File: src/rtl/tvg_pkg.sv
// Package for the torus vertex generator: widths, codes, item structs,
// the quarter-wave sine table and small helper functions.
// Depends on nothing.
package tvg_pkg;

    localparam int MAX_STEPS        = 256;
    localparam int SINE_TABLE_DEPTH = 1024;
    localparam int QUARTER          = SINE_TABLE_DEPTH / 4;
    localparam int TBL_W            = $clog2(SINE_TABLE_DEPTH);
    localparam int QTR_W            = $clog2(QUARTER);

    localparam int STEP_W   = 9;
    localparam int GRID_W   = 9;
    localparam int RADIUS_W = 16;
    localparam int SLOT_W   = 19;
    localparam int VIDX_W   = 17;
    localparam int POS_W    = 18;
    localparam int NORM_W   = 16;
    localparam int TEX_W    = 17;
    localparam int FRAC_W   = 16;
    localparam int S_DATA_W = 24;
    localparam int M_DATA_W = 176;
    localparam int CFG_AW   = 4;

    localparam logic [1:0] REG_RING_RADIUS = 2'd0;
    localparam logic [1:0] REG_TUBE_RADIUS = 2'd1;
    localparam logic [1:0] REG_RING_STEPS  = 2'd2;
    localparam logic [1:0] REG_TUBE_STEPS  = 2'd3;

    localparam logic [2:0] LAST_INDEX = 3'd6;

    typedef enum logic [1:0] {
        KIND_VERTEX = 2'd0,
        KIND_INDEX  = 2'd1,
        KIND_REJECT = 2'd2
    } kind_t;

    typedef enum logic [2:0] {
        CALC_IDLE,
        CALC_DIV0,
        CALC_DIV1,
        CALC_LUT,
        CALC_MUL1,
        CALC_SUM,
        CALC_MUL2,
        CALC_DONE
    } calc_state_t;

    // queue entry: one classified grid point
    typedef struct packed {
        logic              reject;
        logic              has_quad;
        logic [GRID_W-1:0] ring_pos;
        logic [GRID_W-1:0] tube_pos;
        logic [VIDX_W-1:0] cur;
        logic [VIDX_W-1:0] nxt;
        logic [SLOT_W-1:0] base;
    } qent_t;

    // finished vertex record handed to the emitter
    typedef struct packed {
        logic              reject;
        logic              has_quad;
        logic [VIDX_W-1:0] cur;
        logic [VIDX_W-1:0] nxt;
        logic [SLOT_W-1:0] base;
        logic [POS_W-1:0]  pos_x;
        logic [POS_W-1:0]  pos_y;
        logic [POS_W-1:0]  pos_z;
        logic [NORM_W-1:0] norm_x;
        logic [NORM_W-1:0] norm_y;
        logic [NORM_W-1:0] norm_z;
        logic [TEX_W-1:0]  tex_u;
        logic [TEX_W-1:0]  tex_v;
    } vrec_t;

    typedef logic [14:0] qtab_t [0:QUARTER];

    localparam longint unsigned HALF_PI_Q28 = 64'd421657428;
    localparam longint unsigned Q28_ONE     = 64'd1 << 28;

    function automatic qtab_t build_qtab();
        qtab_t t;
        longint unsigned x, x2, r, s, e;
        for (int k = 0; k <= QUARTER; k++) begin
            x  = (longint'(k) * HALF_PI_Q28) / QUARTER;
            x2 = (x * x) >> 28;
            r  = Q28_ONE;
            r  = Q28_ONE - ((x2 * r) >> 28) / 64'd156;
            r  = Q28_ONE - ((x2 * r) >> 28) / 64'd110;
            r  = Q28_ONE - ((x2 * r) >> 28) / 64'd72;
            r  = Q28_ONE - ((x2 * r) >> 28) / 64'd42;
            r  = Q28_ONE - ((x2 * r) >> 28) / 64'd20;
            r  = Q28_ONE - ((x2 * r) >> 28) / 64'd6;
            s  = (x * r) >> 28;
            e  = (s + 64'd8192) >> 14;
            if (e > 64'd16384) begin
                e = 64'd16384;
            end
            t[k] = e[14:0];
        end
        return t;
    endfunction

    localparam qtab_t QTAB = build_qtab();

    // full-wave sine from the quarter table, Q1.14
    function automatic logic signed [NORM_W-1:0] sine_at(input logic [TBL_W-1:0] idx);
        logic [QTR_W-1:0] rr;
        logic [QTR_W:0]   addr;
        logic [15:0]      mag;
        rr   = idx[QTR_W-1:0];
        addr = idx[TBL_W-2] ? ((QTR_W+1)'(QUARTER) - {1'b0, rr}) : {1'b0, rr};
        mag  = {1'b0, QTAB[addr]};
        return idx[TBL_W-1] ? -$signed(mag) : $signed(mag);
    endfunction

    function automatic logic [STEP_W-1:0] clamp_steps(input logic [STEP_W-1:0] s);
        if (s == '0) begin
            return STEP_W'(1);
        end else if (int'(s) > MAX_STEPS) begin
            return STEP_W'(MAX_STEPS);
        end
        return s;
    endfunction

endpackage

File: src/rtl/tvg_emit.sv
// Result sequencer: sends the vertex and then, for a full cell, the six cell
// indices of one record, or one reject item. Depends on tvg_pkg.
module tvg_emit (
    input  logic                           aclk,
    input  logic                           aresetn,
    input  logic                           rec_valid,
    output logic                           rec_ready,
    input  tvg_pkg::vrec_t                 rec,
    output logic                           m_tvalid,
    input  logic                           m_tready,
    output logic [tvg_pkg::M_DATA_W-1:0]   m_tdata,
    output logic [1:0]                     m_tuser,
    output logic                           m_tlast
);

    tvg_pkg::vrec_t rec_reg;
    logic [2:0]     cnt_reg;
    logic           busy_reg;
    logic           fire;
    logic [tvg_pkg::VIDX_W-1:0] idx_val;
    tvg_pkg::kind_t kind;

    assign m_tvalid  = busy_reg;
    assign fire      = busy_reg && m_tready;
    assign rec_ready = !busy_reg || (fire && m_tlast);

    always_comb begin
        m_tlast = rec_reg.reject || ((cnt_reg == 3'd0) && !rec_reg.has_quad) ||
                  (cnt_reg == tvg_pkg::LAST_INDEX);
        unique case (cnt_reg)
            3'd1:    idx_val = rec_reg.cur;
            3'd2:    idx_val = rec_reg.nxt;
            3'd3:    idx_val = rec_reg.cur + tvg_pkg::VIDX_W'(1);
            3'd4:    idx_val = rec_reg.cur + tvg_pkg::VIDX_W'(1);
            3'd5:    idx_val = rec_reg.nxt;
            3'd6:    idx_val = rec_reg.nxt + tvg_pkg::VIDX_W'(1);
            default: idx_val = '0;
        endcase
        m_tdata = '0;
        if (rec_reg.reject) begin
            kind = tvg_pkg::KIND_REJECT;
        end else if (cnt_reg == 3'd0) begin
            kind            = tvg_pkg::KIND_VERTEX;
            m_tdata[18:0]   = tvg_pkg::SLOT_W'(rec_reg.cur);
            m_tdata[36:19]  = rec_reg.pos_x;
            m_tdata[54:37]  = rec_reg.pos_y;
            m_tdata[72:55]  = rec_reg.pos_z;
            m_tdata[88:73]  = rec_reg.norm_x;
            m_tdata[104:89] = rec_reg.norm_y;
            m_tdata[120:105] = rec_reg.norm_z;
            m_tdata[137:121] = rec_reg.tex_u;
            m_tdata[154:138] = rec_reg.tex_v;
        end else begin
            kind             = tvg_pkg::KIND_INDEX;
            m_tdata[18:0]    = rec_reg.base + tvg_pkg::SLOT_W'(cnt_reg - 3'd1);
            m_tdata[171:155] = idx_val;
        end
        m_tuser = kind;
    end

    always_ff @(posedge aclk) begin
        if (rec_valid && rec_ready) begin
            rec_reg <= rec;
        end
    end

    always_ff @(posedge aclk) begin
        if (!aresetn) begin
            busy_reg <= 1'b0;
            cnt_reg  <= 3'd0;
        end else begin
            if (rec_valid && rec_ready) begin
                busy_reg <= 1'b1;
                cnt_reg  <= 3'd0;
            end else if (fire) begin
                if (m_tlast) begin
                    busy_reg <= 1'b0;
                end else begin
                    cnt_reg <= cnt_reg + 3'd1;
                end
            end
        end
    end

endmodule

File: config.mk
export PLATFORM = sky130hd
export DESIGN_NAME = tvg_emit
export DESIGN_NICKNAME = d
export VERILOG_FILES = /design/src/rtl/tvg_pkg.sv /design/src/rtl/tvg_emit.sv
export SDC_FILE = /design/constraint.sdc
export NUM_CORES = 1
export LEC_CHECK = 0
export ABC_AREA = 1
export ABC_CLOCK_PERIOD_IN_PS = 16000
export BUFFER_PORTS_ARGS = -buffer_cell sky130_fd_sc_hd__buf_4
export CAP_MARGIN = 30
export CORE_AREA = 3 3 143 145
export DETAILED_ROUTE_END_ITERATION = 16
export DIE_AREA = 0 0 146 148
export PLACE_DENSITY = 0.88
export SYNTH_ARGS = -nofsm -noshare
export SYNTH_HDL_FRONTEND = slang
export SYNTH_SLANG_ARGS = --single-unit
File: constraint.sdc
create_clock -name aclk -period 16 [get_ports aclk]
set_clock_uncertainty 0.2 [all_clocks]
set_input_delay 3.2 -clock aclk [delete_from_list [all_inputs] [get_ports aclk]]
set_output_delay 3.2 -clock aclk [all_outputs]
set_load 0.05 [all_outputs]
Word-level counts from Yosys, hierarchy flattened
Cells that the tools add are included.
W data, S select, Z words.
{"block": "word_totals", "ff_bits": 195, "in_bits": 195, "output_inout_bits": 181, "word_cells": 55}
{"block": "classes", "n_addsub": 5, "n_eq_ne": 6, "mux": 10, "n_bitwise": 2, "reduce_logical": 17}
{"operator": "$mux W172", "n": 1}
{"operator": "$mux W136", "n": 1}
{"operator": "$pmux W17 S4", "n": 1}
{"operator": "$add A17 B1 Y17 const B", "n": 2}
{"operator": "$add A19 B19 Y19", "n": 1}
{"operator": "$mux W19", "n": 1}
{"operator": "$mux W17", "n": 1}
{"operator": "$eq A3 B3 Y1 const B", "n": 3}
{"operator": "$eq A3 B2 Y1 const B", "n": 2}
{"operator": "$reduce_or A2 Y1", "n": 3}
{"operator": "$logic_and A1 B1 Y1", "n": 4}
{"operator": "$mux W1", "n": 4}
{"operator": "$reduce_and A2 Y1", "n": 2}
{"operator": "$reduce_bool A2 Y1", "n": 2}
{"operator": "$sub A3 B1 Y4 const B", "n": 1}
{"operator": "$add A3 B1 Y3 const B", "n": 1}
{"operator": "$eq A3 B1 Y1 const B", "n": 1}
{"operator": "$logic_not A3 Y1", "n": 1}
{"operator": "$logic_or A1 B1 Y1", "n": 3}
{"operator": "$logic_not A1 Y1", "n": 2}
{"operator": "$mux W2", "n": 1}
{"operator": "$not A1 Y1", "n": 2}

Depth between registers and ports, before layout
{"block": "logic_depth", "depth_word": 9, "mapped_depth": 16, "ltp_nobuf": 15}

Worst setup path after synthesis
Ideal clock, no wire load.
{"block": "synth_path", "path_type": "input to register", "startpoint": "in m_tready", "endpoint": "reg rec_reg[0] (netlist name), enable pin", "setup_ns": 0.542, "t_arrival_ns": 7.497, "required_ns": 15.258, "slack_ns": 7.761, "stages": 4, "n_path_buf": 0, "path_cell_list": "nand2_1 > nand2_1 > nand2_1 > inv_1"}
{"block": "synth_via", "elab_chain_len": 4}
{"item": "start: declaration", "line_no": "tvg_emit.sv:10", "rtl": "input logic m_tready,"}
{"item": "$logic_and A1 B1 Y1", "line_no": "tvg_emit.sv:24", "rtl": "assign fire = busy_reg && m_tready;"}
{"item": "$logic_and A1 B1 Y1", "line_no": "tvg_emit.sv:25", "rtl": "assign rec_ready = !busy_reg || (fire && m_tlast);"}
{"item": "$logic_or A1 B1 Y1", "line_no": "tvg_emit.sv:25"}
{"item": "via rec_ready", "line_no": "tvg_emit.sv:7", "rtl": "output logic rec_ready,"}
{"item": "$logic_and A1 B1 Y1", "line_no": "tvg_emit.sv:62", "rtl": "if (rec_valid && rec_ready) begin"}
{"item": "end signal: assignment", "line_no": "tvg_emit.sv:63", "rtl": "rec_reg <= rec;"}
{"item": "end: declaration", "line_no": "tvg_emit.sv:16", "rtl": "tvg_pkg::vrec_t rec_reg;"}
The timed path passes the listed nets, and every way through them passes these cells.
A chain may end at the register's enable or synchronous reset.

Worst setup path in the final report
{"block": "layout_path", "startpoint": "reg cnt_reg[0]", "endpoint": "out rec_ready"}
{"block": "layout_via", "elab_chain_len": 6, "elab_cells_between_ends": 7, "cone_classes": "1 x eq/ne; 6 x reduce/logical"}
{"item": "start: declaration", "line_no": "tvg_emit.sv:17", "rtl": "logic [2:0] cnt_reg;"}
{"item": "start signal: assignment", "line_no": "tvg_emit.sv:79", "rtl": "cnt_reg <= cnt_reg + 3'd1;"}
{"item": "$logic_not A3 Y1", "line_no": "tvg_emit.sv:28", "rtl": "m_tlast = rec_reg.reject || ((cnt_reg == 3'd0) && !rec_reg.has_quad) ||"}
{"item": "$logic_and A1 B1 Y1", "line_no": "tvg_emit.sv:28"}
{"item": "$logic_or A1 B1 Y1", "line_no": "tvg_emit.sv:28"}
{"item": "$logic_or A1 B1 Y1 (*)", "line_no": "tvg_emit.sv:28"}
{"item": "$logic_and A1 B1 Y1 (*)", "line_no": "tvg_emit.sv:25"}
{"item": "$logic_or A1 B1 Y1 (*)", "line_no": "tvg_emit.sv:25"}
{"item": "end: declaration", "line_no": "tvg_emit.sv:7"}
Mark *: on every way between the ends. The rest lies on a longest branch, timed or not.

==> qor.yml <==
detailed_routing:
  via_per_inst: 5.230
  drt_iter0_drc: 590
  postRouteAntennaNets: 0
  vias: 8624
  firstDrtPassIters: 5
  drc: 0
  drt-total-wl_um: 31080
  post_drt_wl_per_cell_um: 18.85
grt:
  grt_max_degree: 104
  grt-ovfl-total: 0
  track_usage: 0.2798
  antenna_found_initial: 0
  grt_pass1_wl_um: 47090
  grt_pass1_vias: 8651
logic_synthesis:
  synthArstFlopShare: 0
  ys_warn_count: 0
  ys.flop_type: "edfxtp_1"
  synthCells: 1021
  synth_edf_count: 191
  seq_area_frac_synth: 0.6053
  ys_types: 40
  ys_ff_latch: 195
  syn-mean-instance-area_sq_um: 9.410
  synth_area_sq_um: 9608
die:
  io_pins: 376
  row_count: 51
  coreArea_sq_um: 19330
  initial_core_util: 0.4969
  die_h_um: 148
  die_area_sq_um: 21610
  die_w_um: 146
clock_network:
  clk_pin_slew_ps: 90
  cts_buffers: 17
  post_cts_buffers: 0
  cts_tree: "done"
  cts_buffer_depth: 2
  cts_sinks: 195
  cts.repair.resized: 0
  cts_hold_buffers: 0
  clk_latency_ps: 440
  cts_max_level: 4
  cts_root_buf: "clkbuf_16"
placed_design:
  gp_congestion: 0.9415
  port_buffers: 371
  dp_worst_setup_slack_ps: 8925
  dp_hpwl_um: 22780
  place_area_sq_um: 12570
final_layout:
  seq_area_sq_um: 5816
  drive_above_1_share: 0.3107
  multi_input_area_sq_um: 3276
  syn_to_final_growth_pct: 37.60
  fin_nets: 1591
  antenna_cells: 0
  fillers: 1455
  largest_register_ffs: 191
  finalInstanceArea_sq_um: 13220
  utilization: 0.6838
critical_path:
  crit_chain: "inv_1 -> ha_1 -> ha_4 -> buf_4 -> clkinv_1 -> nor2_1 -> nor3_2 -> inv_1 -> nand2_1 -> nand2_1 -> buf_4"
  cp-end-kind: "output pin"
  crit_type: "reg2out"
  cp_max_fo: 88
  critPathSlowestCell: "buf_4"
  rr_startpoint: "cnt_reg[0]"
  arrival_ps: 4200
  crit_start: "cnt_reg[0]"
  start_kind: "register"
  cpPeakStageDelay_ps: 780
  cp_data_required_time_ps: 12600
power:
  finalPower_uw: 1333
  leakage_uw: 0.006181
  power.density_nw_per_um2: 100.8
  vdd_drop_max_v: 0.00009326
sta:
  finalSetupViolations: 0
  rsz0062_at_grt: "false"
  period_needed_ps: 7601
  drv_slew: 0
  finalSetupTns_ps: 0
  setup_ws_ps: 8399
  relSlewSlack: 0.4316
  period_share: 0.4751
  hold_viol: 0
  tightest_slew_ps: 852.7
  max_freq_ghz: 0.1316
job:
  maxCapViolations: 0
outcome:
  outcome: "completed"
min_path:
  worstHoldStart: "cnt_reg[1]"
  hold_class: "reg2reg"
worst max-delay path: cells and delay by family (launching register included):
kind / cells / cell delay [ps]
flip-flops: 1 / 350
adder cells (fa/ha/maj): 2 / 860
buffers and inverters: 5 / 1990
AND/OR/NAND/NOR: 4 / 540
metal layers:
metal	global-route usage	wire, um
met3	0.08706	2857
met5	0	0
met2	0.5022	16150
met1	0.3120	10950
met4	0.1091	1119
layout by cell type, fill, tap and decap left out, drive strengths merged, types with 4 or more instances in the layout:
cell    instances
a21oi          53
a22oi          13
buf           379
clkbuf         18
clkinv          8
conb            4
dfxtp           4
edfxtp        191
ha             24
inv            82
nand2         294
nand3          68
nand4           4
nor2          189
nor3            5
o211ai          4
o21ai          22
stage by stage:
step	std cells	hold slack, ps
2_1_floorplan	1024	278.7
3_3_place_gp	1615	292.1
3_5_place_dp	1616	321.2
4_1_cts	1648	334.6
5_1_grt	1649	353.4
6_report	1649	334.4
synthesized netlist by cell type, types with 2 or more instances:
library cell    n  share of area
a21o_1          2         0.0016
a21oi_1        53          0.028
a22oi_1        13          0.010
a31oi_1         3         0.0020
buf_2           6         0.0031
buf_4           7         0.0055
buf_6           4         0.0047
clkbuf_1       34          0.013
clkinv_1        3         0.0012
dfxtp_1         4         0.0083
edfxtp_1      191           0.60
ha_1           24          0.031
inv_1          71          0.028
inv_2           2        0.00078
nand2_1       291           0.11
nand2_2         2         0.0013
nand3_1        67          0.035
nand4_1         4         0.0026
nor2_1        183          0.071
nor2_2          5         0.0033
nor3_1          3         0.0016
o211ai_1        4         0.0031
o21ai_0        20          0.010
o21ai_1         2         0.0010
o21bai_1        3         0.0023
o31ai_1         2         0.0016
or2_2           3         0.0020
xnor2_1         3         0.0027
final timing paths:
| kind | end | slack [ps] | depth (start not counted) |
|---|---|---|---|
| hold reg to reg | cnt_reg[1] | 330 | 2 |
| hold / removal | cnt_reg[1] | 330 | 2 |
| setup reg to reg | rec_reg[39] | 10180 | 14 |
| setup / recovery | rec_ready | 8400 | 11 |
cell families after synthesis:
logic type	count (synthesis)	share of synthesized area
AOI/OAI and AO/OA	105	0.06368
xor gates and xnor gates	3	0.002735
adders and majority gates	25	0.03334
buffers and inverters	127	0.05626
DFF	195	0.6053
other	1	0.0003903
and+or+nand+nor	565	0.2383
area by class of cell:
class,instances,area share
flip-flops and latches,195,0.4399
multi-input cells,702,0.2478
repair buffers,379,0.2182
clock buffers,18,0.03246
well taps,265,0.02508
inverters,76,0.02215
clock inverters,14,0.01439
report_power, final:
part | internal [uW] | total, uW | switching [uW]
clock network | 217 | 447 | 230
registers | 599 | 612 | 12.9
logic | 89.7 | 273 | 183
total | 906 | 1330 | 426
Note: power is estimated with default switching activity, not from simulation.
