==> src/rtl/tvg_pkg.sv <==
// Package for the torus vertex generator: widths, codes, item structs,
// the quarter-wave sine table and small helper functions.
// Depends on nothing.
package tvg_pkg;

    localparam int MAX_STEPS        = 256;
    localparam int SINE_TABLE_DEPTH = 1024;
    localparam int QUARTER          = SINE_TABLE_DEPTH / 4;
    localparam int TBL_W            = $clog2(SINE_TABLE_DEPTH);
    localparam int QTR_W            = $clog2(QUARTER);

    localparam int STEP_W   = 9;
    localparam int GRID_W   = 9;
    localparam int RADIUS_W = 16;
    localparam int SLOT_W   = 19;
    localparam int VIDX_W   = 17;
    localparam int POS_W    = 18;
    localparam int NORM_W   = 16;
    localparam int TEX_W    = 17;
    localparam int FRAC_W   = 16;
    localparam int S_DATA_W = 24;
    localparam int M_DATA_W = 176;
    localparam int CFG_AW   = 4;

    localparam logic [1:0] REG_RING_RADIUS = 2'd0;
    localparam logic [1:0] REG_TUBE_RADIUS = 2'd1;
    localparam logic [1:0] REG_RING_STEPS  = 2'd2;
    localparam logic [1:0] REG_TUBE_STEPS  = 2'd3;

    localparam logic [2:0] LAST_INDEX = 3'd6;

    typedef enum logic [1:0] {
        KIND_VERTEX = 2'd0,
        KIND_INDEX  = 2'd1,
        KIND_REJECT = 2'd2
    } kind_t;

    typedef enum logic [2:0] {
        CALC_IDLE,
        CALC_DIV0,
        CALC_DIV1,
        CALC_LUT,
        CALC_MUL1,
        CALC_SUM,
        CALC_MUL2,
        CALC_DONE
    } calc_state_t;

    // queue entry: one classified grid point
    typedef struct packed {
        logic              reject;
        logic              has_quad;
        logic [GRID_W-1:0] ring_pos;
        logic [GRID_W-1:0] tube_pos;
        logic [VIDX_W-1:0] cur;
        logic [VIDX_W-1:0] nxt;
        logic [SLOT_W-1:0] base;
    } qent_t;

    // finished vertex record handed to the emitter
    typedef struct packed {
        logic              reject;
        logic              has_quad;
        logic [VIDX_W-1:0] cur;
        logic [VIDX_W-1:0] nxt;
        logic [SLOT_W-1:0] base;
        logic [POS_W-1:0]  pos_x;
        logic [POS_W-1:0]  pos_y;
        logic [POS_W-1:0]  pos_z;
        logic [NORM_W-1:0] norm_x;
        logic [NORM_W-1:0] norm_y;
        logic [NORM_W-1:0] norm_z;
        logic [TEX_W-1:0]  tex_u;
        logic [TEX_W-1:0]  tex_v;
    } vrec_t;

    typedef logic [14:0] qtab_t [0:QUARTER];

    localparam longint unsigned HALF_PI_Q28 = 64'd421657428;
    localparam longint unsigned Q28_ONE     = 64'd1 << 28;

    function automatic qtab_t build_qtab();
        qtab_t t;
        longint unsigned x, x2, r, s, e;
        for (int k = 0; k <= QUARTER; k++) begin
            x  = (longint'(k) * HALF_PI_Q28) / QUARTER;
            x2 = (x * x) >> 28;
            r  = Q28_ONE;
            r  = Q28_ONE - ((x2 * r) >> 28) / 64'd156;
            r  = Q28_ONE - ((x2 * r) >> 28) / 64'd110;
            r  = Q28_ONE - ((x2 * r) >> 28) / 64'd72;
            r  = Q28_ONE - ((x2 * r) >> 28) / 64'd42;
            r  = Q28_ONE - ((x2 * r) >> 28) / 64'd20;
            r  = Q28_ONE - ((x2 * r) >> 28) / 64'd6;
            s  = (x * r) >> 28;
            e  = (s + 64'd8192) >> 14;
            if (e > 64'd16384) begin
                e = 64'd16384;
            end
            t[k] = e[14:0];
        end
        return t;
    endfunction

    localparam qtab_t QTAB = build_qtab();

    // full-wave sine from the quarter table, Q1.14
    function automatic logic signed [NORM_W-1:0] sine_at(input logic [TBL_W-1:0] idx);
        logic [QTR_W-1:0] rr;
        logic [QTR_W:0]   addr;
        logic [15:0]      mag;
        rr   = idx[QTR_W-1:0];
        addr = idx[TBL_W-2] ? ((QTR_W+1)'(QUARTER) - {1'b0, rr}) : {1'b0, rr};
        mag  = {1'b0, QTAB[addr]};
        return idx[TBL_W-1] ? -$signed(mag) : $signed(mag);
    endfunction

    function automatic logic [STEP_W-1:0] clamp_steps(input logic [STEP_W-1:0] s);
        if (s == '0) begin
            return STEP_W'(1);
        end else if (int'(s) > MAX_STEPS) begin
            return STEP_W'(MAX_STEPS);
        end
        return s;
    endfunction

endpackage

==> src/rtl/tvg_queue.sv <==
// Two-entry queue between the front end and the arithmetic back end.
// Depends on tvg_pkg.
module tvg_queue (
    input  logic           aclk,
    input  logic           aresetn,
    input  logic           wr_en,
    input  tvg_pkg::qent_t wr_data,
    output logic           full,
    input  logic           rd_en,
    output logic           rd_valid,
    output tvg_pkg::qent_t rd_data
);

    tvg_pkg::qent_t mem_reg [2];
    logic           wr_ptr_reg, rd_ptr_reg;
    logic [1:0]     count_reg;

    assign full     = (count_reg == 2'd2);
    assign rd_valid = (count_reg != 2'd0);
    assign rd_data  = mem_reg[rd_ptr_reg];

    always_ff @(posedge aclk) begin
        if (wr_en) begin
            mem_reg[wr_ptr_reg] <= wr_data;
        end
    end

    always_ff @(posedge aclk) begin
        if (!aresetn) begin
            wr_ptr_reg <= 1'b0;
            rd_ptr_reg <= 1'b0;
            count_reg  <= 2'd0;
        end else begin
            if (wr_en) begin
                wr_ptr_reg <= ~wr_ptr_reg;
            end
            if (rd_en) begin
                rd_ptr_reg <= ~rd_ptr_reg;
            end
            count_reg <= count_reg + 2'(wr_en) - 2'(rd_en);
        end
    end

endmodule

==> config.mk <==
export PLATFORM = sky130hd
export DESIGN_NAME = tvg_queue
export DESIGN_NICKNAME = d
export VERILOG_FILES = /design/src/rtl/tvg_pkg.sv /design/src/rtl/tvg_queue.sv
export SDC_FILE = /design/constraint.sdc
export NUM_CORES = 1
export LEC_CHECK = 0
export ABC_AREA = 1
export ABC_CLOCK_PERIOD_IN_PS = 9700
export CORE_ASPECT_RATIO = 0.8
export CORE_MARGIN = 4
export CORE_UTILIZATION = 39
export DETAILED_ROUTE_END_ITERATION = 16
export DONT_BUFFER_PORTS = 1
export PLACE_DENSITY = 0.56
export RECOVER_POWER = 25
export REMOVE_ABC_BUFFERS = 1
export SLEW_MARGIN = 20
export SYNTH_ARGS = -nofsm -noshare
export SYNTH_HDL_FRONTEND = slang
export SYNTH_SLANG_ARGS = --single-unit
==> constraint.sdc <==
create_clock -name aclk -period 9.7 [get_ports aclk]
set_input_delay 0.485 -clock aclk [delete_from_list [all_inputs] [get_ports aclk]]
set_output_delay 0.485 -clock aclk [all_outputs]
set_load 0.005 [all_outputs]
=== Word-level counts from Yosys, hierarchy flattened ===
Memories as Yosys holds them, arrays and structs flattened. A register that Yosys moved wholly into a read port is not among the register bits.
Index checks and enable logic that the tools add are counted.

* Register bits after elaboration: 4
* Bits in writable memories: 146
* Output and inout port bits: 75
* Word-level logic and storage cells: 14
* Memories: 1

{| class="wikitable"
|+ Memories
! memory !! words !! width !! read ports !! clocked after memory_dff !! write ports !! line !! RTL
|-
| mem_reg || 2 || 73 || 1 || 1 || 1 || tvg_queue.sv:14 || <nowiki>tvg_pkg::qent_t mem_reg [2];</nowiki>
|}

* Add/subtract/negate cells: 2
* Equal/unequal tests: 1
* Mux-type cells: 4
* Bitwise logic cells: 2
* Reductions and logical operators: 1

{| class="wikitable"
|+ Operators with widths
! kind !! count
|-
| 2-to-1 mux 1 bit || 4
|-
| adder 2 x 1 -> 2 bit || 1
|-
| == test 2 bit, second input constant || 1
|-
| NOT 1 bit || 2
|-
| nonzero test 2 bit || 1
|-
| subtractor 2 x 1 -> 2 bit || 1
|}

=== Longest topological paths before layout ===
Gate-level depths: netlist of the first run.

* Depth in word-level cells: 3
* Depth in mapped cells: 9

=== Worst setup path before layout of the first run ===
OpenSTA, ideal clock, no wires.

* Path kind: in2reg
* From: input wr_en
* To: memory mem_reg[0][0] (netlist bit), enable pin
* Library setup time: 506 ps
* Arrival time: 3585 ps
* Slack: 5609 ps
* Stages: 2
* Path through: inv_1 nor2_1

* Cells in the longest elaborated chain, start to end: 2

{| class="wikitable"
|+ Ends and longest elaborated chain
! element !! line !! RTL
|-
| start: declaration || tvg_queue.sv:6 || <nowiki>input logic wr_en,</nowiki>
|-
| 2-to-1 mux 1 bit || tvg_queue.sv:23 || <nowiki>if (wr_en) begin</nowiki>
|-
| 2-to-1 mux 1 bit (implied by the code) || tvg_queue.sv:24 || <nowiki>mem_reg[wr_ptr_reg] <= wr_data;</nowiki>
|-
| end: declaration || tvg_queue.sv:14 ||
|}

No other way between the ends.

==> impl_results.md, run 1 <==
- Maximum number of pins on one net before global-route repair: 42
- Post-Syn Instances: 260
- Number of setup buffers added after CTS: 0
- Layout Area Growth over Synthesis: 11.28%
- Number of antenna-violating nets in the routed design: 0
- Remaining global-route overflow: 0
- First-pass iteration count of the detailed router: 4
- Outcome: complete, no violations
- Sequence of cells on the critical path: buf_4, mux2_4
- Mean post-synth cell area: 22.48 sq um
- Post-route clock period utilization: 0.2831
- Leading cell types in the layout, fill and taps excluded: edfxtp_1, mux2_4, clkbuf_16
- HPWL Detailed: 6679 um
- Number of max-cap violations: 0
- Peak supply drop: 0.1922 mV
- Final critical-path required period: 2.746 ns
- Share of the yosys chip area belonging to registers: 0.7671
- Rows: 39
- Main area contributors after synthesis: edfxtp_1, mux2_4, buf_12, dfxtp_1, nand2_1
- Share of Yosys cell area claimed by the top area cell type: 0.7500
- Critical Path AT: 2.26 ns
- Slowest stage cell, crit path: dfxtp_4
- Final number of hold-violating endpoints: 0
- Worst reg-to-reg path cell count: 2
- CP Launch Type: flip-flop
- Critical setup path kind: reg2out
- Clock buffers created by TritonCTS: 17
- Number of global-route vias before repair: 2,519
- Setup slack of the critical path after layout: 6.954 ns
- Max frequency: 0.3642 GHz
- Final TNS setup: 0 ns
- DR iter-0 viols: 89
- Number of library cell types mapped by synthesis: 12
- Via density: 4.787
- Clock transition time at the flip-flop clock pins of the worst setup and hold paths: 0.06 ns
- Area of the die: 0.01702 sq mm
- HP Class: in2reg
- Area taken by multi-input logic gates: 0.001191 sq mm
- Slowest Stage Delay on Critical Path: 0.75 ns
- Critical register-to-register path endpoint: mem_reg[0][14]
- Yosys reg bits: 151
- CP Max Fanout: 41
- Cell area after synthesis: 0.005846 sq mm
- Clock insertion delay at the later pin of the skew report: 0.41 ns
- TritonCTS clock tree: yes
- Count of hold buffers inserted by post-cts repair: 0
- Pre-CTS setup slack: 7.319 ns
- Port-buffer cells: 0
- Register-to-register setup slack: 7.58 ns
- Critical register-to-register path startpoint: wr_ptr_reg
- Kind of end point of the critical path: output port
- Leakage Power: 2.321 nW
- Core outline area: 0.01449 sq mm
- Final max-slew violation count: 0
- Number of H-tree levels: 4
- Ant diodes: 0
- Worst endpoint required time: 9.22 ns
- Unrepaired setup endpoints after global routing: false
- Final setup violation count: 0
- Worst relative slew slack: 0.3442
- Fill cell count: 1,218
- Cell at the root of the clock tree: clkbuf_16
- Capture point of the critical path: rd_data[60]
- Count of unresolved DRC violations after routing: 0
- Clock skew: 0.006587 ns
- GRT Total Usage: 0.1180
- Yosys top cell by area: edfxtp_1
- Average wire length per cell after detail routing: 20.88 um
- Boundary Pins: 152
- Post-layout nets: 353
- Global placement routability congestion: 0.6845
- Via count: 2,250
- Most common library cell in the layout ignoring fill and taps: edfxtp_1
- Antenna violations before repair: 0
- Number of warnings reported in the yosys synthesis log: 0
- DIE WIDTH: 144.9 um
- First-pass GRT wire length: 14,580 um
- CTS Sinks: 151
- Resized Gates After CTS: 0
- Buffer depth of the longest clock path: 2
- Number of flip-flops in the largest register: 146
- Total wire length after detailed routing: 9815 um
- FF/Latch Area: 0.004488 sq mm
- Die height: 117.5 um
- Share of post-route cells with drive strength above 1: 0.3636
- Slew @ Worst Pin: 0.9814 ns
- Initial core utilization: 0.4033
- PD cells: 225.8 mW/mm^2
## worst max-delay path, delay by kind of cell (launching register included)
kind	cells	cell delay [ns]
flip-flops	1	0.75
buffers and inverters	1	0.71
multiplexers	1	0.37
## how the worst min path moves through the flow
stage / depth (start not counted) / slack [ns] / start / to
floorplan: 2 / 0.46 / rd_ptr_reg / flip-flop
global placement: 2 / 0.48 / rd_ptr_reg / rd_ptr_reg
detailed placement: 2 / 0.50 / rd_ptr_reg / rd_ptr_reg
CTS: 0 / 0.14 / wr_data[35] / mem_reg[1][35]
global route: 0 / 0.14 / wr_data[22] / mem_reg[1][22]
finish: 0 / 0.17 / wr_data[13] / mem_reg[0][13]
## cells in the mapped netlist (all sizes together)
master	n
edfxtp	146
mux2	73
nand2	9
buf	8
nor2	8
inv	7
dfxtp	5
ha	2
a21oi	1
nand3	1
## per-stage QoR
stage	instances	power (W)	instance area, sq um	util	hold WS, ns
3_5_place_dp	439	0.0008791	5959	0.4112	0.4986
5_1_grt	470	0.001530	6505	0.4488	0.1366
4_1_cts	470	0.001493	6505	0.4488	0.1415
2_1_floorplan	252	0.0008650	5694	-	0.4635
6_report	470	0.001469	6505	0.4488	0.1679
3_3_place_gp	439	0.0008767	5959	0.4112	0.4774
## cell type report
class / instances / share of cell area
clock buffer: 20 / 0.06713
sequential: 151 / 0.6899
multi-input combinational: 94 / 0.1831
inverter: 7 / 0.004232
timing repair buffer: 3 / 0.003462
clock inverter: 11 / 0.01673
tap: 184 / 0.03539
## routing by layer
metal,up-vias,track usage,wire (um)
met4,0,0.04720,140
li1,1031,-,-
met3,11,0.09789,1690
met2,120,0.1642,4276
met1,1088,0.1311,3709
met5,-,0,0
## cell families after synthesis
group / count (synthesis) / synth area share
AND/OR/NAND/NOR: 18 / 0.01177
buffers and inverters: 15 / 0.03039
flip-flops: 151 / 0.7671
multiplexers: 73 / 0.1856
AO/OA/AOI/OAI: 1 / 0.0008553
adder cells (fa/ha/maj): 2 / 0.004280
## power by group
group / total, W / leakage, nW / switching (W) / internal (W)
Sequential: 0.000770 / 1.41 / 0.0000144 / 0.000756
Clock: 0.000608 / 0.258 / 0.000235 / 0.000372
Combinational: 0.0000912 / 0.651 / 0.0000440 / 0.0000472
Total: 0.00147 / 2.32 / 0.000294 / 0.00118
(Power assumes the default switching activity.)
==> run 2: changes to the inputs <==
--- a/config.mk
+++ b/config.mk
@@ -6,7 +6,7 @@
 export NUM_CORES = 1
 export LEC_CHECK = 0
 export ABC_AREA = 1
-export ABC_CLOCK_PERIOD_IN_PS = 9700
+export ABC_CLOCK_PERIOD_IN_PS = 2700
 export CORE_ASPECT_RATIO = 0.8
 export CORE_MARGIN = 4
 export CORE_UTILIZATION = 39
==> constraint.sdc (replaced) <==
create_clock -name aclk -period 2.7 [get_ports aclk]
set_input_delay 0.135 -clock aclk [delete_from_list [all_inputs] [get_ports aclk]]
set_output_delay 0.135 -clock aclk [all_outputs]
set_load 0.005 [all_outputs]
==> run 2 against run 1 <==
  * Sequential share of layout area shrank 8.6 points
  * Flip-flop and latch count unchanged
  * Largest power group unchanged
  * Global-route usage down 0.13 points
  * Cell area rose by 14%
  * Power rose to 3.9 times the previous value
  * Worst setup slack got worse by 6.2 ns
  * Cell count up 17%
  * Sequential power grew to 3.6 times the previous value
  * Count of clock-buffer cells in the layout fell by 3
  * Largest cell class unchanged
==> impl_results.md, run 2 (same netlist as run 1, synthesis figures left out) <==
- Final number of hold-violating endpoints: 0
- Post-route clock period utilization: 0.7192
- Critical Path AT: 1.81 ns
- Area of the die: 0.01702 sq mm
- First-pass GRT wire length: 14,880 um
- Clock insertion delay at the later pin of the skew report: 0.41 ns
- Worst relative slew slack: 0.6459
- Via count: 2,584
- Peak supply drop: 0.5431 mV
- DIE WIDTH: 144.9 um
- Count of unresolved DRC violations after routing: 0
- Average wire length per cell after detail routing: 18.06 um
- Critical setup path kind: reg2out
- Remaining global-route overflow: 0
- CP Launch Type: flip-flop
- Final critical-path required period: 1.942 ns
- Pre-CTS setup slack: 1.153 ns
- Rows: 39
- Cell Count Post-Placement: 442
- Clock skew: 0.005664 ns
- Port-buffer cells: 0
- Number of antenna-violating nets in the routed design: 0
- Antenna violations before repair: 0
- Share of post-route cells with drive strength above 1: 0.3106
- Boundary Pins: 152
- Number of flip-flops in the largest register: 146
- Die height: 117.5 um
- Worst reg-to-reg path cell count: 7
- Initial core utilization: 0.4033
- Outcome: complete, no violations
- Core outline area: 0.01449 sq mm
- Ant diodes: 0
- Clock transition time at the flip-flop clock pins of the worst setup and hold paths: 0.06 ns
- Final max-slew violation count: 0
- HP Class: in2reg
- GRT Total Usage: 0.1167
- Number of max-cap violations: 0
- Via density: 4.690
- Final standard cell count with taps included and fillers excluded: 551
- Layout Area Growth over Synthesis: 27.10%
- Most common library cell in the layout ignoring fill and taps: edfxtp_1
- HPWL Detailed: 6516 um
- Post-layout nets: 433
- Slew @ Worst Pin: 0.5311 ns
- Number of H-tree levels: 4
- Global placement routability congestion: 0.6917
- Buffer depth of the longest clock path: 2
- Total wire length after detailed routing: 9951 um
- Number of global-route vias before repair: 2,804
- Max frequency: 0.5150 GHz
- Unrepaired setup endpoints after global routing: false
- PD cells: 774.1 mW/mm^2
- TritonCTS clock tree: yes
- CP Max Fanout: 23
- Kind of end point of the critical path: output port
- Worst endpoint required time: 2.57 ns
- Setup slack of the critical path after layout: 0.7582 ns
- Hold-critical path depth: 3
- First-pass iteration count of the detailed router: 4
- CTS Sinks: 151
- Cell at the root of the clock tree: clkbuf_16
- Leading cell types in the layout, fill and taps excluded: edfxtp_1, dlygate4sd3_1, mux2_4
- Maximum number of pins on one net before global-route repair: 39
- DR iter-0 viols: 70
- Final setup violation count: 0
- Leakage Power: 2.715 nW
- Clock buffers created by TritonCTS: 17
[run 2: cell types whose count changed in the layout (fill, tap and decap cells not counted), sizes merged]
cell,previous run,this run
dlygate4sd3,0,77
buf,3,6
bufinv,2,5
clkbuf,20,17
inv,6,8
clkinv,7,6
[run 2: report_power, final]
| group | leakage [nW] | internal, W | switching, W |
|---|---|---|---|
| combinational | 0.993 | 0.000254 | 0.000203 |
| clock | 0.310 | 0.00164 | 0.000894 |
| sequential | 1.41 | 0.00271 | 0.0000434 |
| total | 2.72 | 0.00461 | 0.00114 |
[run 2: cell type report]
type                    instances  area [sq um]
repair buffers                 83         840.8
well taps                     184         230.2
clock buffers                  17         425.4
fillers                      1172          7063
inverters                       7         27.53
flip-flops and latches        151          4488
clock inverters                15         226.5
multi-input cells              94          1191
[run 2: path summary, 6_finish.rpt]
kind	start	to	slack, ns
worst min-delay path	rd_en	count_reg[1]	0.05
worst min register to register	rd_ptr_reg	rd_ptr_reg	0.50
worst max-delay path	flip-flop	rd_data[0]	0.76
worst max register to register	count_reg[0]	count_reg[0]	1.02
[run 2: critical path, cell delays in order (launching register included)]
cell     delay, ns
dfxtp_4       0.63
buf_4         0.37
mux2_2        0.39
[run 2: per-layer routing]
metal  up-vias  track usage  wire [um]
met4         0      0.04021        148
met3        13      0.06621       1051
met1      1263       0.1345       4147
met2       107       0.1820       4604
met5         -            0          0
li1       1201            -          -
[run 2: what timing repair did]
item,CTS,global route
resized for setup,0,0
endpoints found under the hold margin,151,0
buffers inserted,0,0
hold buffers,77,0
[run 2: per-stage QoR]
stage	hold slack [ns]	cell area, sq um	util	power (W)	TNS, ns
6_report	0.04604	7430	0.5126	0.005751	0
5_1_grt	0.07202	7430	0.5126	0.005974	0
4_1_cts	0.01806	7430	0.5126	0.005845	0
3_5_place_dp	0.2340	6007	0.4145	0.003167	0
3_3_place_gp	0.2335	6007	0.4145	0.003159	0
2_1_floorplan	0.2285	5694	-	0.003108	-135.32
