===== src/rtl/tvg_pkg.sv =====
// Package for the torus vertex generator: widths, codes, item structs,
// the quarter-wave sine table and small helper functions.
// Depends on nothing.
package tvg_pkg;

    localparam int MAX_STEPS        = 256;
    localparam int SINE_TABLE_DEPTH = 1024;
    localparam int QUARTER          = SINE_TABLE_DEPTH / 4;
    localparam int TBL_W            = $clog2(SINE_TABLE_DEPTH);
    localparam int QTR_W            = $clog2(QUARTER);

    localparam int STEP_W   = 9;
    localparam int GRID_W   = 9;
    localparam int RADIUS_W = 16;
    localparam int SLOT_W   = 19;
    localparam int VIDX_W   = 17;
    localparam int POS_W    = 18;
    localparam int NORM_W   = 16;
    localparam int TEX_W    = 17;
    localparam int FRAC_W   = 16;
    localparam int S_DATA_W = 24;
    localparam int M_DATA_W = 176;
    localparam int CFG_AW   = 4;

    localparam logic [1:0] REG_RING_RADIUS = 2'd0;
    localparam logic [1:0] REG_TUBE_RADIUS = 2'd1;
    localparam logic [1:0] REG_RING_STEPS  = 2'd2;
    localparam logic [1:0] REG_TUBE_STEPS  = 2'd3;

    localparam logic [2:0] LAST_INDEX = 3'd6;

    typedef enum logic [1:0] {
        KIND_VERTEX = 2'd0,
        KIND_INDEX  = 2'd1,
        KIND_REJECT = 2'd2
    } kind_t;

    typedef enum logic [2:0] {
        CALC_IDLE,
        CALC_DIV0,
        CALC_DIV1,
        CALC_LUT,
        CALC_MUL1,
        CALC_SUM,
        CALC_MUL2,
        CALC_DONE
    } calc_state_t;

    // queue entry: one classified grid point
    typedef struct packed {
        logic              reject;
        logic              has_quad;
        logic [GRID_W-1:0] ring_pos;
        logic [GRID_W-1:0] tube_pos;
        logic [VIDX_W-1:0] cur;
        logic [VIDX_W-1:0] nxt;
        logic [SLOT_W-1:0] base;
    } qent_t;

    // finished vertex record handed to the emitter
    typedef struct packed {
        logic              reject;
        logic              has_quad;
        logic [VIDX_W-1:0] cur;
        logic [VIDX_W-1:0] nxt;
        logic [SLOT_W-1:0] base;
        logic [POS_W-1:0]  pos_x;
        logic [POS_W-1:0]  pos_y;
        logic [POS_W-1:0]  pos_z;
        logic [NORM_W-1:0] norm_x;
        logic [NORM_W-1:0] norm_y;
        logic [NORM_W-1:0] norm_z;
        logic [TEX_W-1:0]  tex_u;
        logic [TEX_W-1:0]  tex_v;
    } vrec_t;

    typedef logic [14:0] qtab_t [0:QUARTER];

    localparam longint unsigned HALF_PI_Q28 = 64'd421657428;
    localparam longint unsigned Q28_ONE     = 64'd1 << 28;

    function automatic qtab_t build_qtab();
        qtab_t t;
        longint unsigned x, x2, r, s, e;
        for (int k = 0; k <= QUARTER; k++) begin
            x  = (longint'(k) * HALF_PI_Q28) / QUARTER;
            x2 = (x * x) >> 28;
            r  = Q28_ONE;
            r  = Q28_ONE - ((x2 * r) >> 28) / 64'd156;
            r  = Q28_ONE - ((x2 * r) >> 28) / 64'd110;
            r  = Q28_ONE - ((x2 * r) >> 28) / 64'd72;
            r  = Q28_ONE - ((x2 * r) >> 28) / 64'd42;
            r  = Q28_ONE - ((x2 * r) >> 28) / 64'd20;
            r  = Q28_ONE - ((x2 * r) >> 28) / 64'd6;
            s  = (x * r) >> 28;
            e  = (s + 64'd8192) >> 14;
            if (e > 64'd16384) begin
                e = 64'd16384;
            end
            t[k] = e[14:0];
        end
        return t;
    endfunction

    localparam qtab_t QTAB = build_qtab();

    // full-wave sine from the quarter table, Q1.14
    function automatic logic signed [NORM_W-1:0] sine_at(input logic [TBL_W-1:0] idx);
        logic [QTR_W-1:0] rr;
        logic [QTR_W:0]   addr;
        logic [15:0]      mag;
        rr   = idx[QTR_W-1:0];
        addr = idx[TBL_W-2] ? ((QTR_W+1)'(QUARTER) - {1'b0, rr}) : {1'b0, rr};
        mag  = {1'b0, QTAB[addr]};
        return idx[TBL_W-1] ? -$signed(mag) : $signed(mag);
    endfunction

    function automatic logic [STEP_W-1:0] clamp_steps(input logic [STEP_W-1:0] s);
        if (s == '0) begin
            return STEP_W'(1);
        end else if (int'(s) > MAX_STEPS) begin
            return STEP_W'(MAX_STEPS);
        end
        return s;
    endfunction

endpackage


===== src/rtl/tvg_front.sv =====
// Front end: accepts grid points, classifies them and works out slot numbers.
// Depends on tvg_pkg.
module tvg_front (
    input  logic [tvg_pkg::S_DATA_W-1:0] s_tdata,
    input  logic [tvg_pkg::STEP_W-1:0]   ring_steps,
    input  logic [tvg_pkg::STEP_W-1:0]   tube_steps,
    output tvg_pkg::qent_t               entry
);

    logic [tvg_pkg::GRID_W-1:0] i_pos, j_pos;
    logic [18:0]                cur_full;
    logic [18:0]                cell_num;

    assign i_pos = s_tdata[8:0];
    assign j_pos = s_tdata[17:9];

    always_comb begin
        cur_full       = 19'(i_pos) * 19'({1'b0, tube_steps} + 10'd1) + 19'(j_pos);
        cell_num       = cur_full - 19'(i_pos);
        entry.ring_pos = i_pos;
        entry.tube_pos = j_pos;
        entry.reject   = (i_pos > ring_steps) || (j_pos > tube_steps);
        entry.has_quad = (i_pos < ring_steps) && (j_pos < tube_steps);
        entry.cur      = cur_full[tvg_pkg::VIDX_W-1:0];
        entry.nxt      = cur_full[tvg_pkg::VIDX_W-1:0] + tvg_pkg::VIDX_W'(tube_steps)
                         + tvg_pkg::VIDX_W'(1);
        // six indices per cell
        entry.base     = (cell_num << 2) + (cell_num << 1);
    end

endmodule


===== config.mk =====
export PLATFORM = sky130hd
export DESIGN_NAME = tvg_front
export DESIGN_NICKNAME = d
export VERILOG_FILES = /design/src/rtl/tvg_pkg.sv /design/src/rtl/tvg_front.sv
export SDC_FILE = /design/constraint.sdc
export NUM_CORES = 1
export LEC_CHECK = 0
export BUFFER_PORTS_ARGS = -buffer_cell sky130_fd_sc_hd__buf_4
export CAP_MARGIN = 15
export CORE_MARGIN = 2
export CORE_UTILIZATION = 59
export DETAILED_ROUTE_END_ITERATION = 6
export PLACE_DENSITY = 0.85
export SLEW_MARGIN = 20
export SYNTH_ARGS = -nofsm -noshare
export SYNTH_HDL_FRONTEND = slang
export SYNTH_SLANG_ARGS = --single-unit
export TNS_END_PERCENT = 20

===== constraint.sdc =====
create_clock -name vclk -period 13
set_input_delay 1.95 -clock vclk [all_inputs]
set_output_delay 1.95 -clock vclk [all_outputs]
set_load 0.1 [all_outputs]

; After elaboration in Yosys (flattened, before gate mapping)
; Index checks and enable logic that the tools add are counted.
[totals]
ramBits = 0
memories = 0
latchBits = 0
mem_bits_ro = 0
inputBits = 42
elab_cells = 13
out_inout_bits = 73
ff_bits = 0
[classes]
n_div = 0
shift = 0
add_sub_neg = 6
n_mux = 0
bitwise_logic = 0
multipliers = 1
eq_ne = 0
reduce_logical = 2
magnitude_cmp = 4
[ops]
columns = op, n
row1 = 19-bit adder, 1
row2 = 18-bit by 9-bit adder with 18-bit output, 1
row3 = 9-bit greater-than comparator, 2
row4 = 9-bit < comparator, 2
row5 = 9-bit by 10-bit multiplier with 18-bit output, 1
row6 = 18-bit by 9-bit subtractor with 18-bit output, 1
row7 = "17-bit by 1-bit adder with 17-bit output, second input constant", 1
row8 = 17-bit by 9-bit adder with 17-bit output, 1
row9 = "9-bit by 1-bit adder with 10-bit output, second input constant", 1
row10 = 1-bit logical AND, 1
row11 = 1-bit logical OR, 1

; Longest topological paths before layout
; Gate-level depths: netlist (run 1).
[logic_depth]
ltp_word = 5
mapped_depth = 35
ltp_nobuf = 35

; Least setup slack after synthesis (run 1)
; Ideal clock, no wire load.
[synth_timing]
path_kind = input-to-output
startpoint = input port tube_steps[0] (netlist name)
endpoint = output port entry[16] (netlist name)
path_slack_ps = -1075
path_stages = 33
n_path_buf = 1
required_ps = 11050
t_arrival_ps = 12125
cell_sequence = clkbuf_1 > inv_1 > nor3_1 > nand3_1 > xnor2_1 > nand2_1 > fa_1 > inv_1 > fa_1 > inv_1 > fa_1 > inv_1 > fa_1 > inv_1 > fa_1 > inv_1 > ha_1 > xnor2_1 > ha_1 > o21a_1 > o21ai_1 > inv_2 > a21oi_1 > ha_1 > nor2_1 > nor2_1 > o41ai_1 > nor2b_1 > o21a_1 > o21a_1 > a221o_1 > a31o_1 > xor2_1
[synth_rtl]
columns = element, line_no
row1 = from (decl), tvg_front.sv:6  ; input logic [tvg_pkg::STEP_W-1:0] tube_steps,
row2 = to (decl), tvg_front.sv:7  ; output tvg_pkg::qent_t entry

==> results of run 1 <==
==> area by class of cell <==
type                       count  share of cell area, %
timing repair buffer         110                   12.4
inverter                     121                   6.80
multi-input combinational    589                   78.3
tap                          133                   2.49
==> stage by stage <==
| step | std cells | area (um2) | worst slack (ns) | hold WS (ns) | utilization (%) |
|---|---|---|---|---|---|
| 2_1_floorplan | 735 | 5850 | -0.342 | 4.11 | - |
| 3_3_place_gp | 953 | 6680 | 0.759 | 4.25 | 69.3 |
| 3_5_place_dp | 953 | 6680 | 0.647 | 4.25 | 69.3 |
| 4_1_cts | 953 | 6680 | 0.613 | 4.25 | 69.3 |
| 5_1_grt | 953 | 6680 | 0.0992 | 4.25 | 69.3 |
| 6_report | 953 | 6680 | 0.565 | 4.25 | 69.3 |
==> cells in the mapped netlist (2+ instances only) <==
cell | instances | area share (%)
ha_1 | 105 | 23
a211oi_1 | 2 | 0.26
a21oi_1 | 29 | 2.5
clkinv_1 | 5 | 0.32
inv_1 | 114 | 7.4
clkbuf_1 | 5 | 0.32
nor2b_1 | 13 | 1.4
nand2_1 | 49 | 3.2
o211ai_1 | 2 | 0.26
xor2_2 | 2 | 0.56
and2_1 | 14 | 1.5
or2_2 | 4 | 0.43
nand2b_1 | 12 | 1.3
o21ai_0 | 24 | 2.1
or3_1 | 4 | 0.43
xor2_1 | 8 | 1.2
o21ai_2 | 2 | 0.30
fa_1 | 64 | 22
nor3b_2 | 2 | 0.43
xnor2_1 | 57 | 8.6
buf_4 | 19 | 2.5
nand3_1 | 13 | 1.1
o21bai_1 | 6 | 0.78
a21o_1 | 8 | 1.0
nor3_1 | 15 | 1.3
o22ai_2 | 2 | 0.43
o21ai_1 | 4 | 0.35
nor4_1 | 4 | 0.43
o21a_1 | 16 | 2.1
nor2_1 | 86 | 5.6
and3_1 | 2 | 0.22
nand4_1 | 3 | 0.32
inv_2 | 2 | 0.13
o31a_1 | 3 | 0.45
a21boi_0 | 7 | 0.91
==> worst max-delay path by stage <==
stage	start	to	cells past startpoint
after floorplan	tube_steps[0]	entry[18]	30
after global placement	tube_steps[0]	entry[18]	36
after detailed placement	tube_steps[0]	entry[18]	35
after CTS	tube_steps[0]	entry[18]	35
after global routing	tube_steps[0]	entry[18]	35
final	tube_steps[0]	entry[18]	35
==> cell families (layout without fill, tap and decap cells) <==
kind of cell / count (synthesis) / count (layout) / synth area share, %
and+or+nand+nor: 226 / 226 / 18.7
adders and majority gates: 169 / 169 / 44.7
buffers and inverters: 146 / 231 / 10.7
AOI/OAI and AO/OA: 123 / 123 / 14.8
xor gates and xnor gates: 68 / 68 / 10.7
muxes: 2 / 2 / 0.367
other: 1 / 1 / 0.0647
==> per-layer routing <==
| metal | up-vias | track usage (%) | share of wire [%] |
|---|---|---|---|
| met5 | - | 0 | 0 |
| li1 | 2563 | - | - |
| met2 | 184 | 52.0 | 50 |
| met3 | 24 | 2.10 | 5.5 |
| met4 | 0 | 7.19 | 2.0 |
| met1 | 2541 | 38.7 | 43 |
==> layout by cell type, fill, tap and decap left out, types with 2 or more instances in the layout <==
cell type / netlist / layout
nor3_1: 15 / 15
xnor2_2: 1 / 6
clkinv_1: 5 / 5
ha_1: 105 / 105
a21o_1: 8 / 8
a21oi_1: 29 / 29
and2_1: 14 / 14
xor2_1: 8 / 6
or2_2: 4 / 4
nor2b_1: 13 / 13
nor4_1: 4 / 4
o21ai_1: 4 / 4
buf_4: 19 / 110
and3_1: 2 / 2
o31a_1: 3 / 3
nand2b_1: 12 / 12
nand2_1: 49 / 49
a21boi_0: 7 / 7
o22ai_2: 2 / 2
a211oi_1: 2 / 2
xor2_2: 2 / 4
xnor2_1: 57 / 52
nand4_1: 3 / 3
inv_1: 114 / 114
o21a_1: 16 / 16
nand3_1: 13 / 13
or3_1: 4 / 4
o21ai_0: 24 / 24
o21ai_2: 2 / 2
o211ai_1: 2 / 2
o21bai_1: 6 / 6
nor2_1: 86 / 86
inv_2: 2 / 2
nor3b_2: 2 / 2
fa_1: 64 / 64
==> impl_metrics.tcl, run 1 <==
set metrics [dict create \
    seq_cells 0 \
    syn-cell-area_um2 5800 \
    place.gp.congestion 0.920 \
    num-fill-cells 808 \
    seqCellArea_um2 0 \
    antenna_found_initial 0 \
    crit_path_frequent_cell "ha_1" \
    nets 1033 \
    synth_cell_type_count 63 \
    syn_inst 735 \
    io_pins 115 \
    wire_per_inst_um 15.8 \
    grt_pass1_wl_um 25100 \
    dieArea_um2 10600 \
    drtIter0Drc 234 \
    dr.pass1.iters 5 \
    drv_slew 0 \
    cp_max_fo 11 \
    crit_type "primary input to primary output" \
    track_usage_pct 29.3 \
    min_path_cells 2 \
    initial_core_util_pct 60.2 \
    hold_viol 0 \
    gr-total-overflow 0 \
    slowest_stage "fa_1" \
    multi_input_area_um2 5230 \
    status "finished clean" \
    ant_nets 0 \
    min_to "entry[53]" \
    vias_per_cell 5.57 \
    synth_area_per_cell_um2 7.89 \
    final.period_utilization_pct 95.7 \
    slew_headroom_pct 50.3 \
    end_kind "primary output" \
    drive_above_1_share_pct 17.4 \
    grt_max_degree 13 \
    grt_pass1_vias 5404 \
    post_cts_buffers 0 \
    path_buf_inv 6 \
    synth_warnings 0 \
    cts_hold_buf 0 \
    clock_buffers 0 \
    max_freq_mhz 80.4 \
    yosysSeqAreaShare_pct 0 \
    io_buffers 108 \
    cp.required_ns 11.05 \
    hold_start "s_tdata[9]" \
    crit_family "adder cells" \
    rows 36 \
    syn_nets 946 \
    worst_pin_slew_ns 0.740 \
    dp_hpwl_um 13100 \
    start_kind "primary input" \
    slowest_delay_ns 0.56 \
    cp_data_arrival_time_ns 10.48 \
    rsz0062_at_grt "false" \
    wirelength_um 15100 \
    cts_resized 0 \
    route.detailed.drc 0 \
    core_um2 9640 \
    hp-class "primary input to primary output" \
    area_delta_synth_final_pct 15.1 \
    drv_cap 0 \
    setup_viol_count_final 0 \
    die_h_um 103 \
    num_antenna_cells 0 \
    vias 5312 \
    setup_tns_ns 0 \
    dieWidth_um 103 \
    min_period_ns 12.43 \
]
Power of run 1 is not shown: default switching activity piles up to over one toggle a cycle in this logic, so the estimate is an artifact.
==> inputs of run 2 (changes only) <==
PLACE_DENSITY = 0.9   (was 0.85)
==> impl_metrics.tcl, run 2 (synthesized netlist as in run 1, its figures left out) <==
set metrics [dict create \
    ant_nets 0 \
    crit_family "adder cells" \
    dieArea_um2 10600 \
    path_buf_inv 9 \
    crit_path_frequent_cell "inv_1" \
    io_pins 115 \
    slowest_stage "fa_1" \
    slew_headroom_pct 52.2 \
    rows 36 \
    cp_max_fo 11 \
    dpl-instance-area_um2 6660 \
    post-route-cell-area_um2 6660 \
    rsz0062_at_grt "false" \
    final.period_utilization_pct 96.0 \
    clock_buffers 0 \
    num-fill-cells 788 \
    worst_pin_slew_ns 0.715 \
    final_cell_mix "inv_1 (114), buf_4 (108), ha_1 (105)" \
    grt_pass1_wl_um 23500 \
    status "finished clean" \
    min_period_ns 12.48 \
    start_kind "primary input" \
    area_delta_synth_final_pct 14.9 \
    io_buffers 108 \
    pre_cts_ws_ns 0.589 \
    cts_hold_buf 0 \
    cp_data_arrival_time_ns 10.53 \
    drv_slew 0 \
    gr-total-overflow 0 \
    wire_per_inst_um 15.2 \
    dp_hpwl_um 12500 \
    initial_core_util_pct 60.2 \
    cts_resized 0 \
    hp-class "primary input to primary output" \
    min_path_cells 2 \
    num_antenna_cells 0 \
    vias 5319 \
    route.detailed.drc 0 \
    drtIter0Drc 198 \
    setup_viol_count_final 0 \
    hold-worst-slack_ns 4.25 \
    worst_slack_ns 0.523 \
    drv_cap 0 \
    crit_type "primary input to primary output" \
    layout_commonest_cell "inv_1" \
    setup_tns_ns 0 \
    core_um2 9640 \
    vias_per_cell 5.59 \
    seqCellArea_um2 0 \
    grt_pass1_vias 5158 \
    max_freq_mhz 80.1 \
    grt_max_degree 13 \
    hold_viol 0 \
    place.gp.congestion 0.951 \
    seq_cells 0 \
    wirelength_um 14400 \
    dieWidth_um 103 \
    dr.pass1.iters 4 \
    antenna_found_initial 0 \
    cp.required_ns 11.05 \
    post_cts_buffers 0 \
    track_usage_pct 27.6 \
    drive_above_1_share_pct 17.2 \
    nets 1031 \
    end_kind "primary output" \
    die_h_um 103 \
    slowest_delay_ns 0.56 \
    path_depth 34 \
]
## run 2: per-layer routing
metal  track usage, %  part of all wire, %
met5                0                    0
met4             5.16                  1.9
met3             2.85                  7.8
met2             49.8                   49
met1             36.0                   41
## run 2: area by class of cell
| type | count | area, um2 | share of cell area [%] |
|---|---|---|---|
| well taps | 133 | 166 | 2.50 |
| inverters | 121 | 454 | 6.82 |
| multi-input cells | 589 | 5230 | 78.5 |
| repair buffers | 108 | 811 | 12.2 |
## run 2: final timing paths
path,to,slack (ns),start
worst min-delay path,entry[58],4.25,s_tdata[14]
worst max-delay path,entry[18],0.52,tube_steps[0]
## run 2: per-stage QoR
| stage | cells | utilization (%) |
|---|---|---|
| 2_1_floorplan | 735 | - |
| 3_3_place_gp | 951 | 69.1 |
| 3_5_place_dp | 951 | 69.1 |
| 4_1_cts | 951 | 69.1 |
| 5_1_grt | 951 | 69.1 |
| 6_report | 951 | 69.1 |
Power of run 2 is left out for the same reason.
==> inputs of run 3 (changes only) <==
REMOVE_ABC_BUFFERS = 1   (was not set)
==> impl_metrics.tcl, run 3 (synthesized netlist as in run 1, its figures left out) <==
set metrics [dict create \
    drv_cap 0 \
    initial_core_util_pct 60.2 \
    io_buffers 108 \
    wire_per_inst_um 15.2 \
    nets 1033 \
    route.detailed.drc 0 \
    cp_max_fo 11 \
    ant_nets 0 \
    status "finished clean" \
    vias 5297 \
    dieArea_um2 10600 \
    grt_pass1_wl_um 24400 \
    dpl-instance-area_um2 6630 \
    drive_above_1_share_pct 16.7 \
    hold_viol 0 \
    die_h_um 103 \
    dieWidth_um 103 \
    end_kind "primary output" \
    worst_slack_ns 0.652 \
    multi_input_area_um2 5180 \
    final.period_utilization_pct 95.0 \
    final_cell_mix "inv_1 (114), buf_4 (110), ha_1 (105)" \
    cp_data_arrival_time_ns 10.40 \
    dr.pass1.iters 4 \
    seq_cells 0 \
    dp_hpwl_um 12600 \
    seqCellArea_um2 0 \
    rows 36 \
    max_freq_mhz 81.0 \
    vias_per_cell 5.56 \
    min_period_ns 12.35 \
    place.gp.congestion 0.913 \
    drv_slew 0 \
    antenna_found_initial 0 \
    min_to "entry[59]" \
    crit_type "primary input to primary output" \
    area_delta_synth_final_pct 14.3 \
    wirelength_um 14500 \
    cts_hold_buf 0 \
    cp.required_ns 11.05 \
    track_usage_pct 28.7 \
    hp-class "primary input to primary output" \
    slew_headroom_pct 56.2 \
    gr-total-overflow 0 \
    io_pins 115 \
    worst_pin_slew_ns 0.654 \
    crit_path_frequent_cell "ha_1" \
    post-route-cell-area_um2 6630 \
    slowest_delay_ns 0.56 \
    min_path_cells 2 \
    drtIter0Drc 246 \
    rsz0062_at_grt "false" \
    hold_start "s_tdata[15]" \
    grt_pass1_vias 5390 \
    core_um2 9640 \
    layout_commonest_cell "inv_1" \
    setup_viol_count_final 0 \
    pre_cts_ws_ns 0.602 \
    clock_buffers 0 \
    num-fill-cells 770 \
    num_antenna_cells 0 \
    grt_max_degree 13 \
    slowest_stage "fa_1" \
    start_kind "primary input" \
]
==> run 3: final cells by class <==
type	count	area share, %
inverters	121	6.85
repair buffers	110	12.5
multi-input cells	589	78.2
well taps	133	2.51
==> run 3: worst max path at each step <==
stage             startpoint  slack, ns         to
2_1_floorplan  tube_steps[0]      -0.76  entry[16]
3_3_place_gp   tube_steps[0]       0.69  entry[18]
3_5_place_dp   tube_steps[0]       0.60  entry[18]
4_1_cts        tube_steps[0]       0.53  entry[18]
5_1_grt        tube_steps[0]       0.11  entry[18]
6_report       tube_steps[0]       0.65  entry[18]
==> run 3: metal layers <==
| metal | share of wire, % | GRT usage, % |
|---|---|---|
| met3 | 7.0 | 2.92 |
| met2 | 49 | 51.4 |
| met5 | 0 | 0 |
| met1 | 42 | 36.8 |
| met4 | 2.5 | 7.79 |
==> run 3: metrics by stage <==
step,hold slack [ns],cells,util (%),TNS (ns)
floorplan,3.90,710,-,-2.68
global placement,4.25,953,68.7,0
detailed placement,4.25,953,68.7,0
CTS,4.25,953,68.7,0
global route,4.25,953,68.8,0
finish,4.25,953,68.8,0
==> run 3: repair_timing <==
action,CTS,global route
buffers inserted,0,0
hold endpoints to repair,0,0
gates resized for setup,0,1
setup endpoints to repair,0,1
==> run 3: critical path: cells and delay by family <==
family	cells	cell delay, ns
AOI/OAI and AO/OA	10	2.33
xor gates and xnor gates	3	0.88
adders and majority gates	9	3.67
buffers and inverters	6	0.75
and+or+nand+nor	7	0.81
Power of run 3 is left out for the same reason.
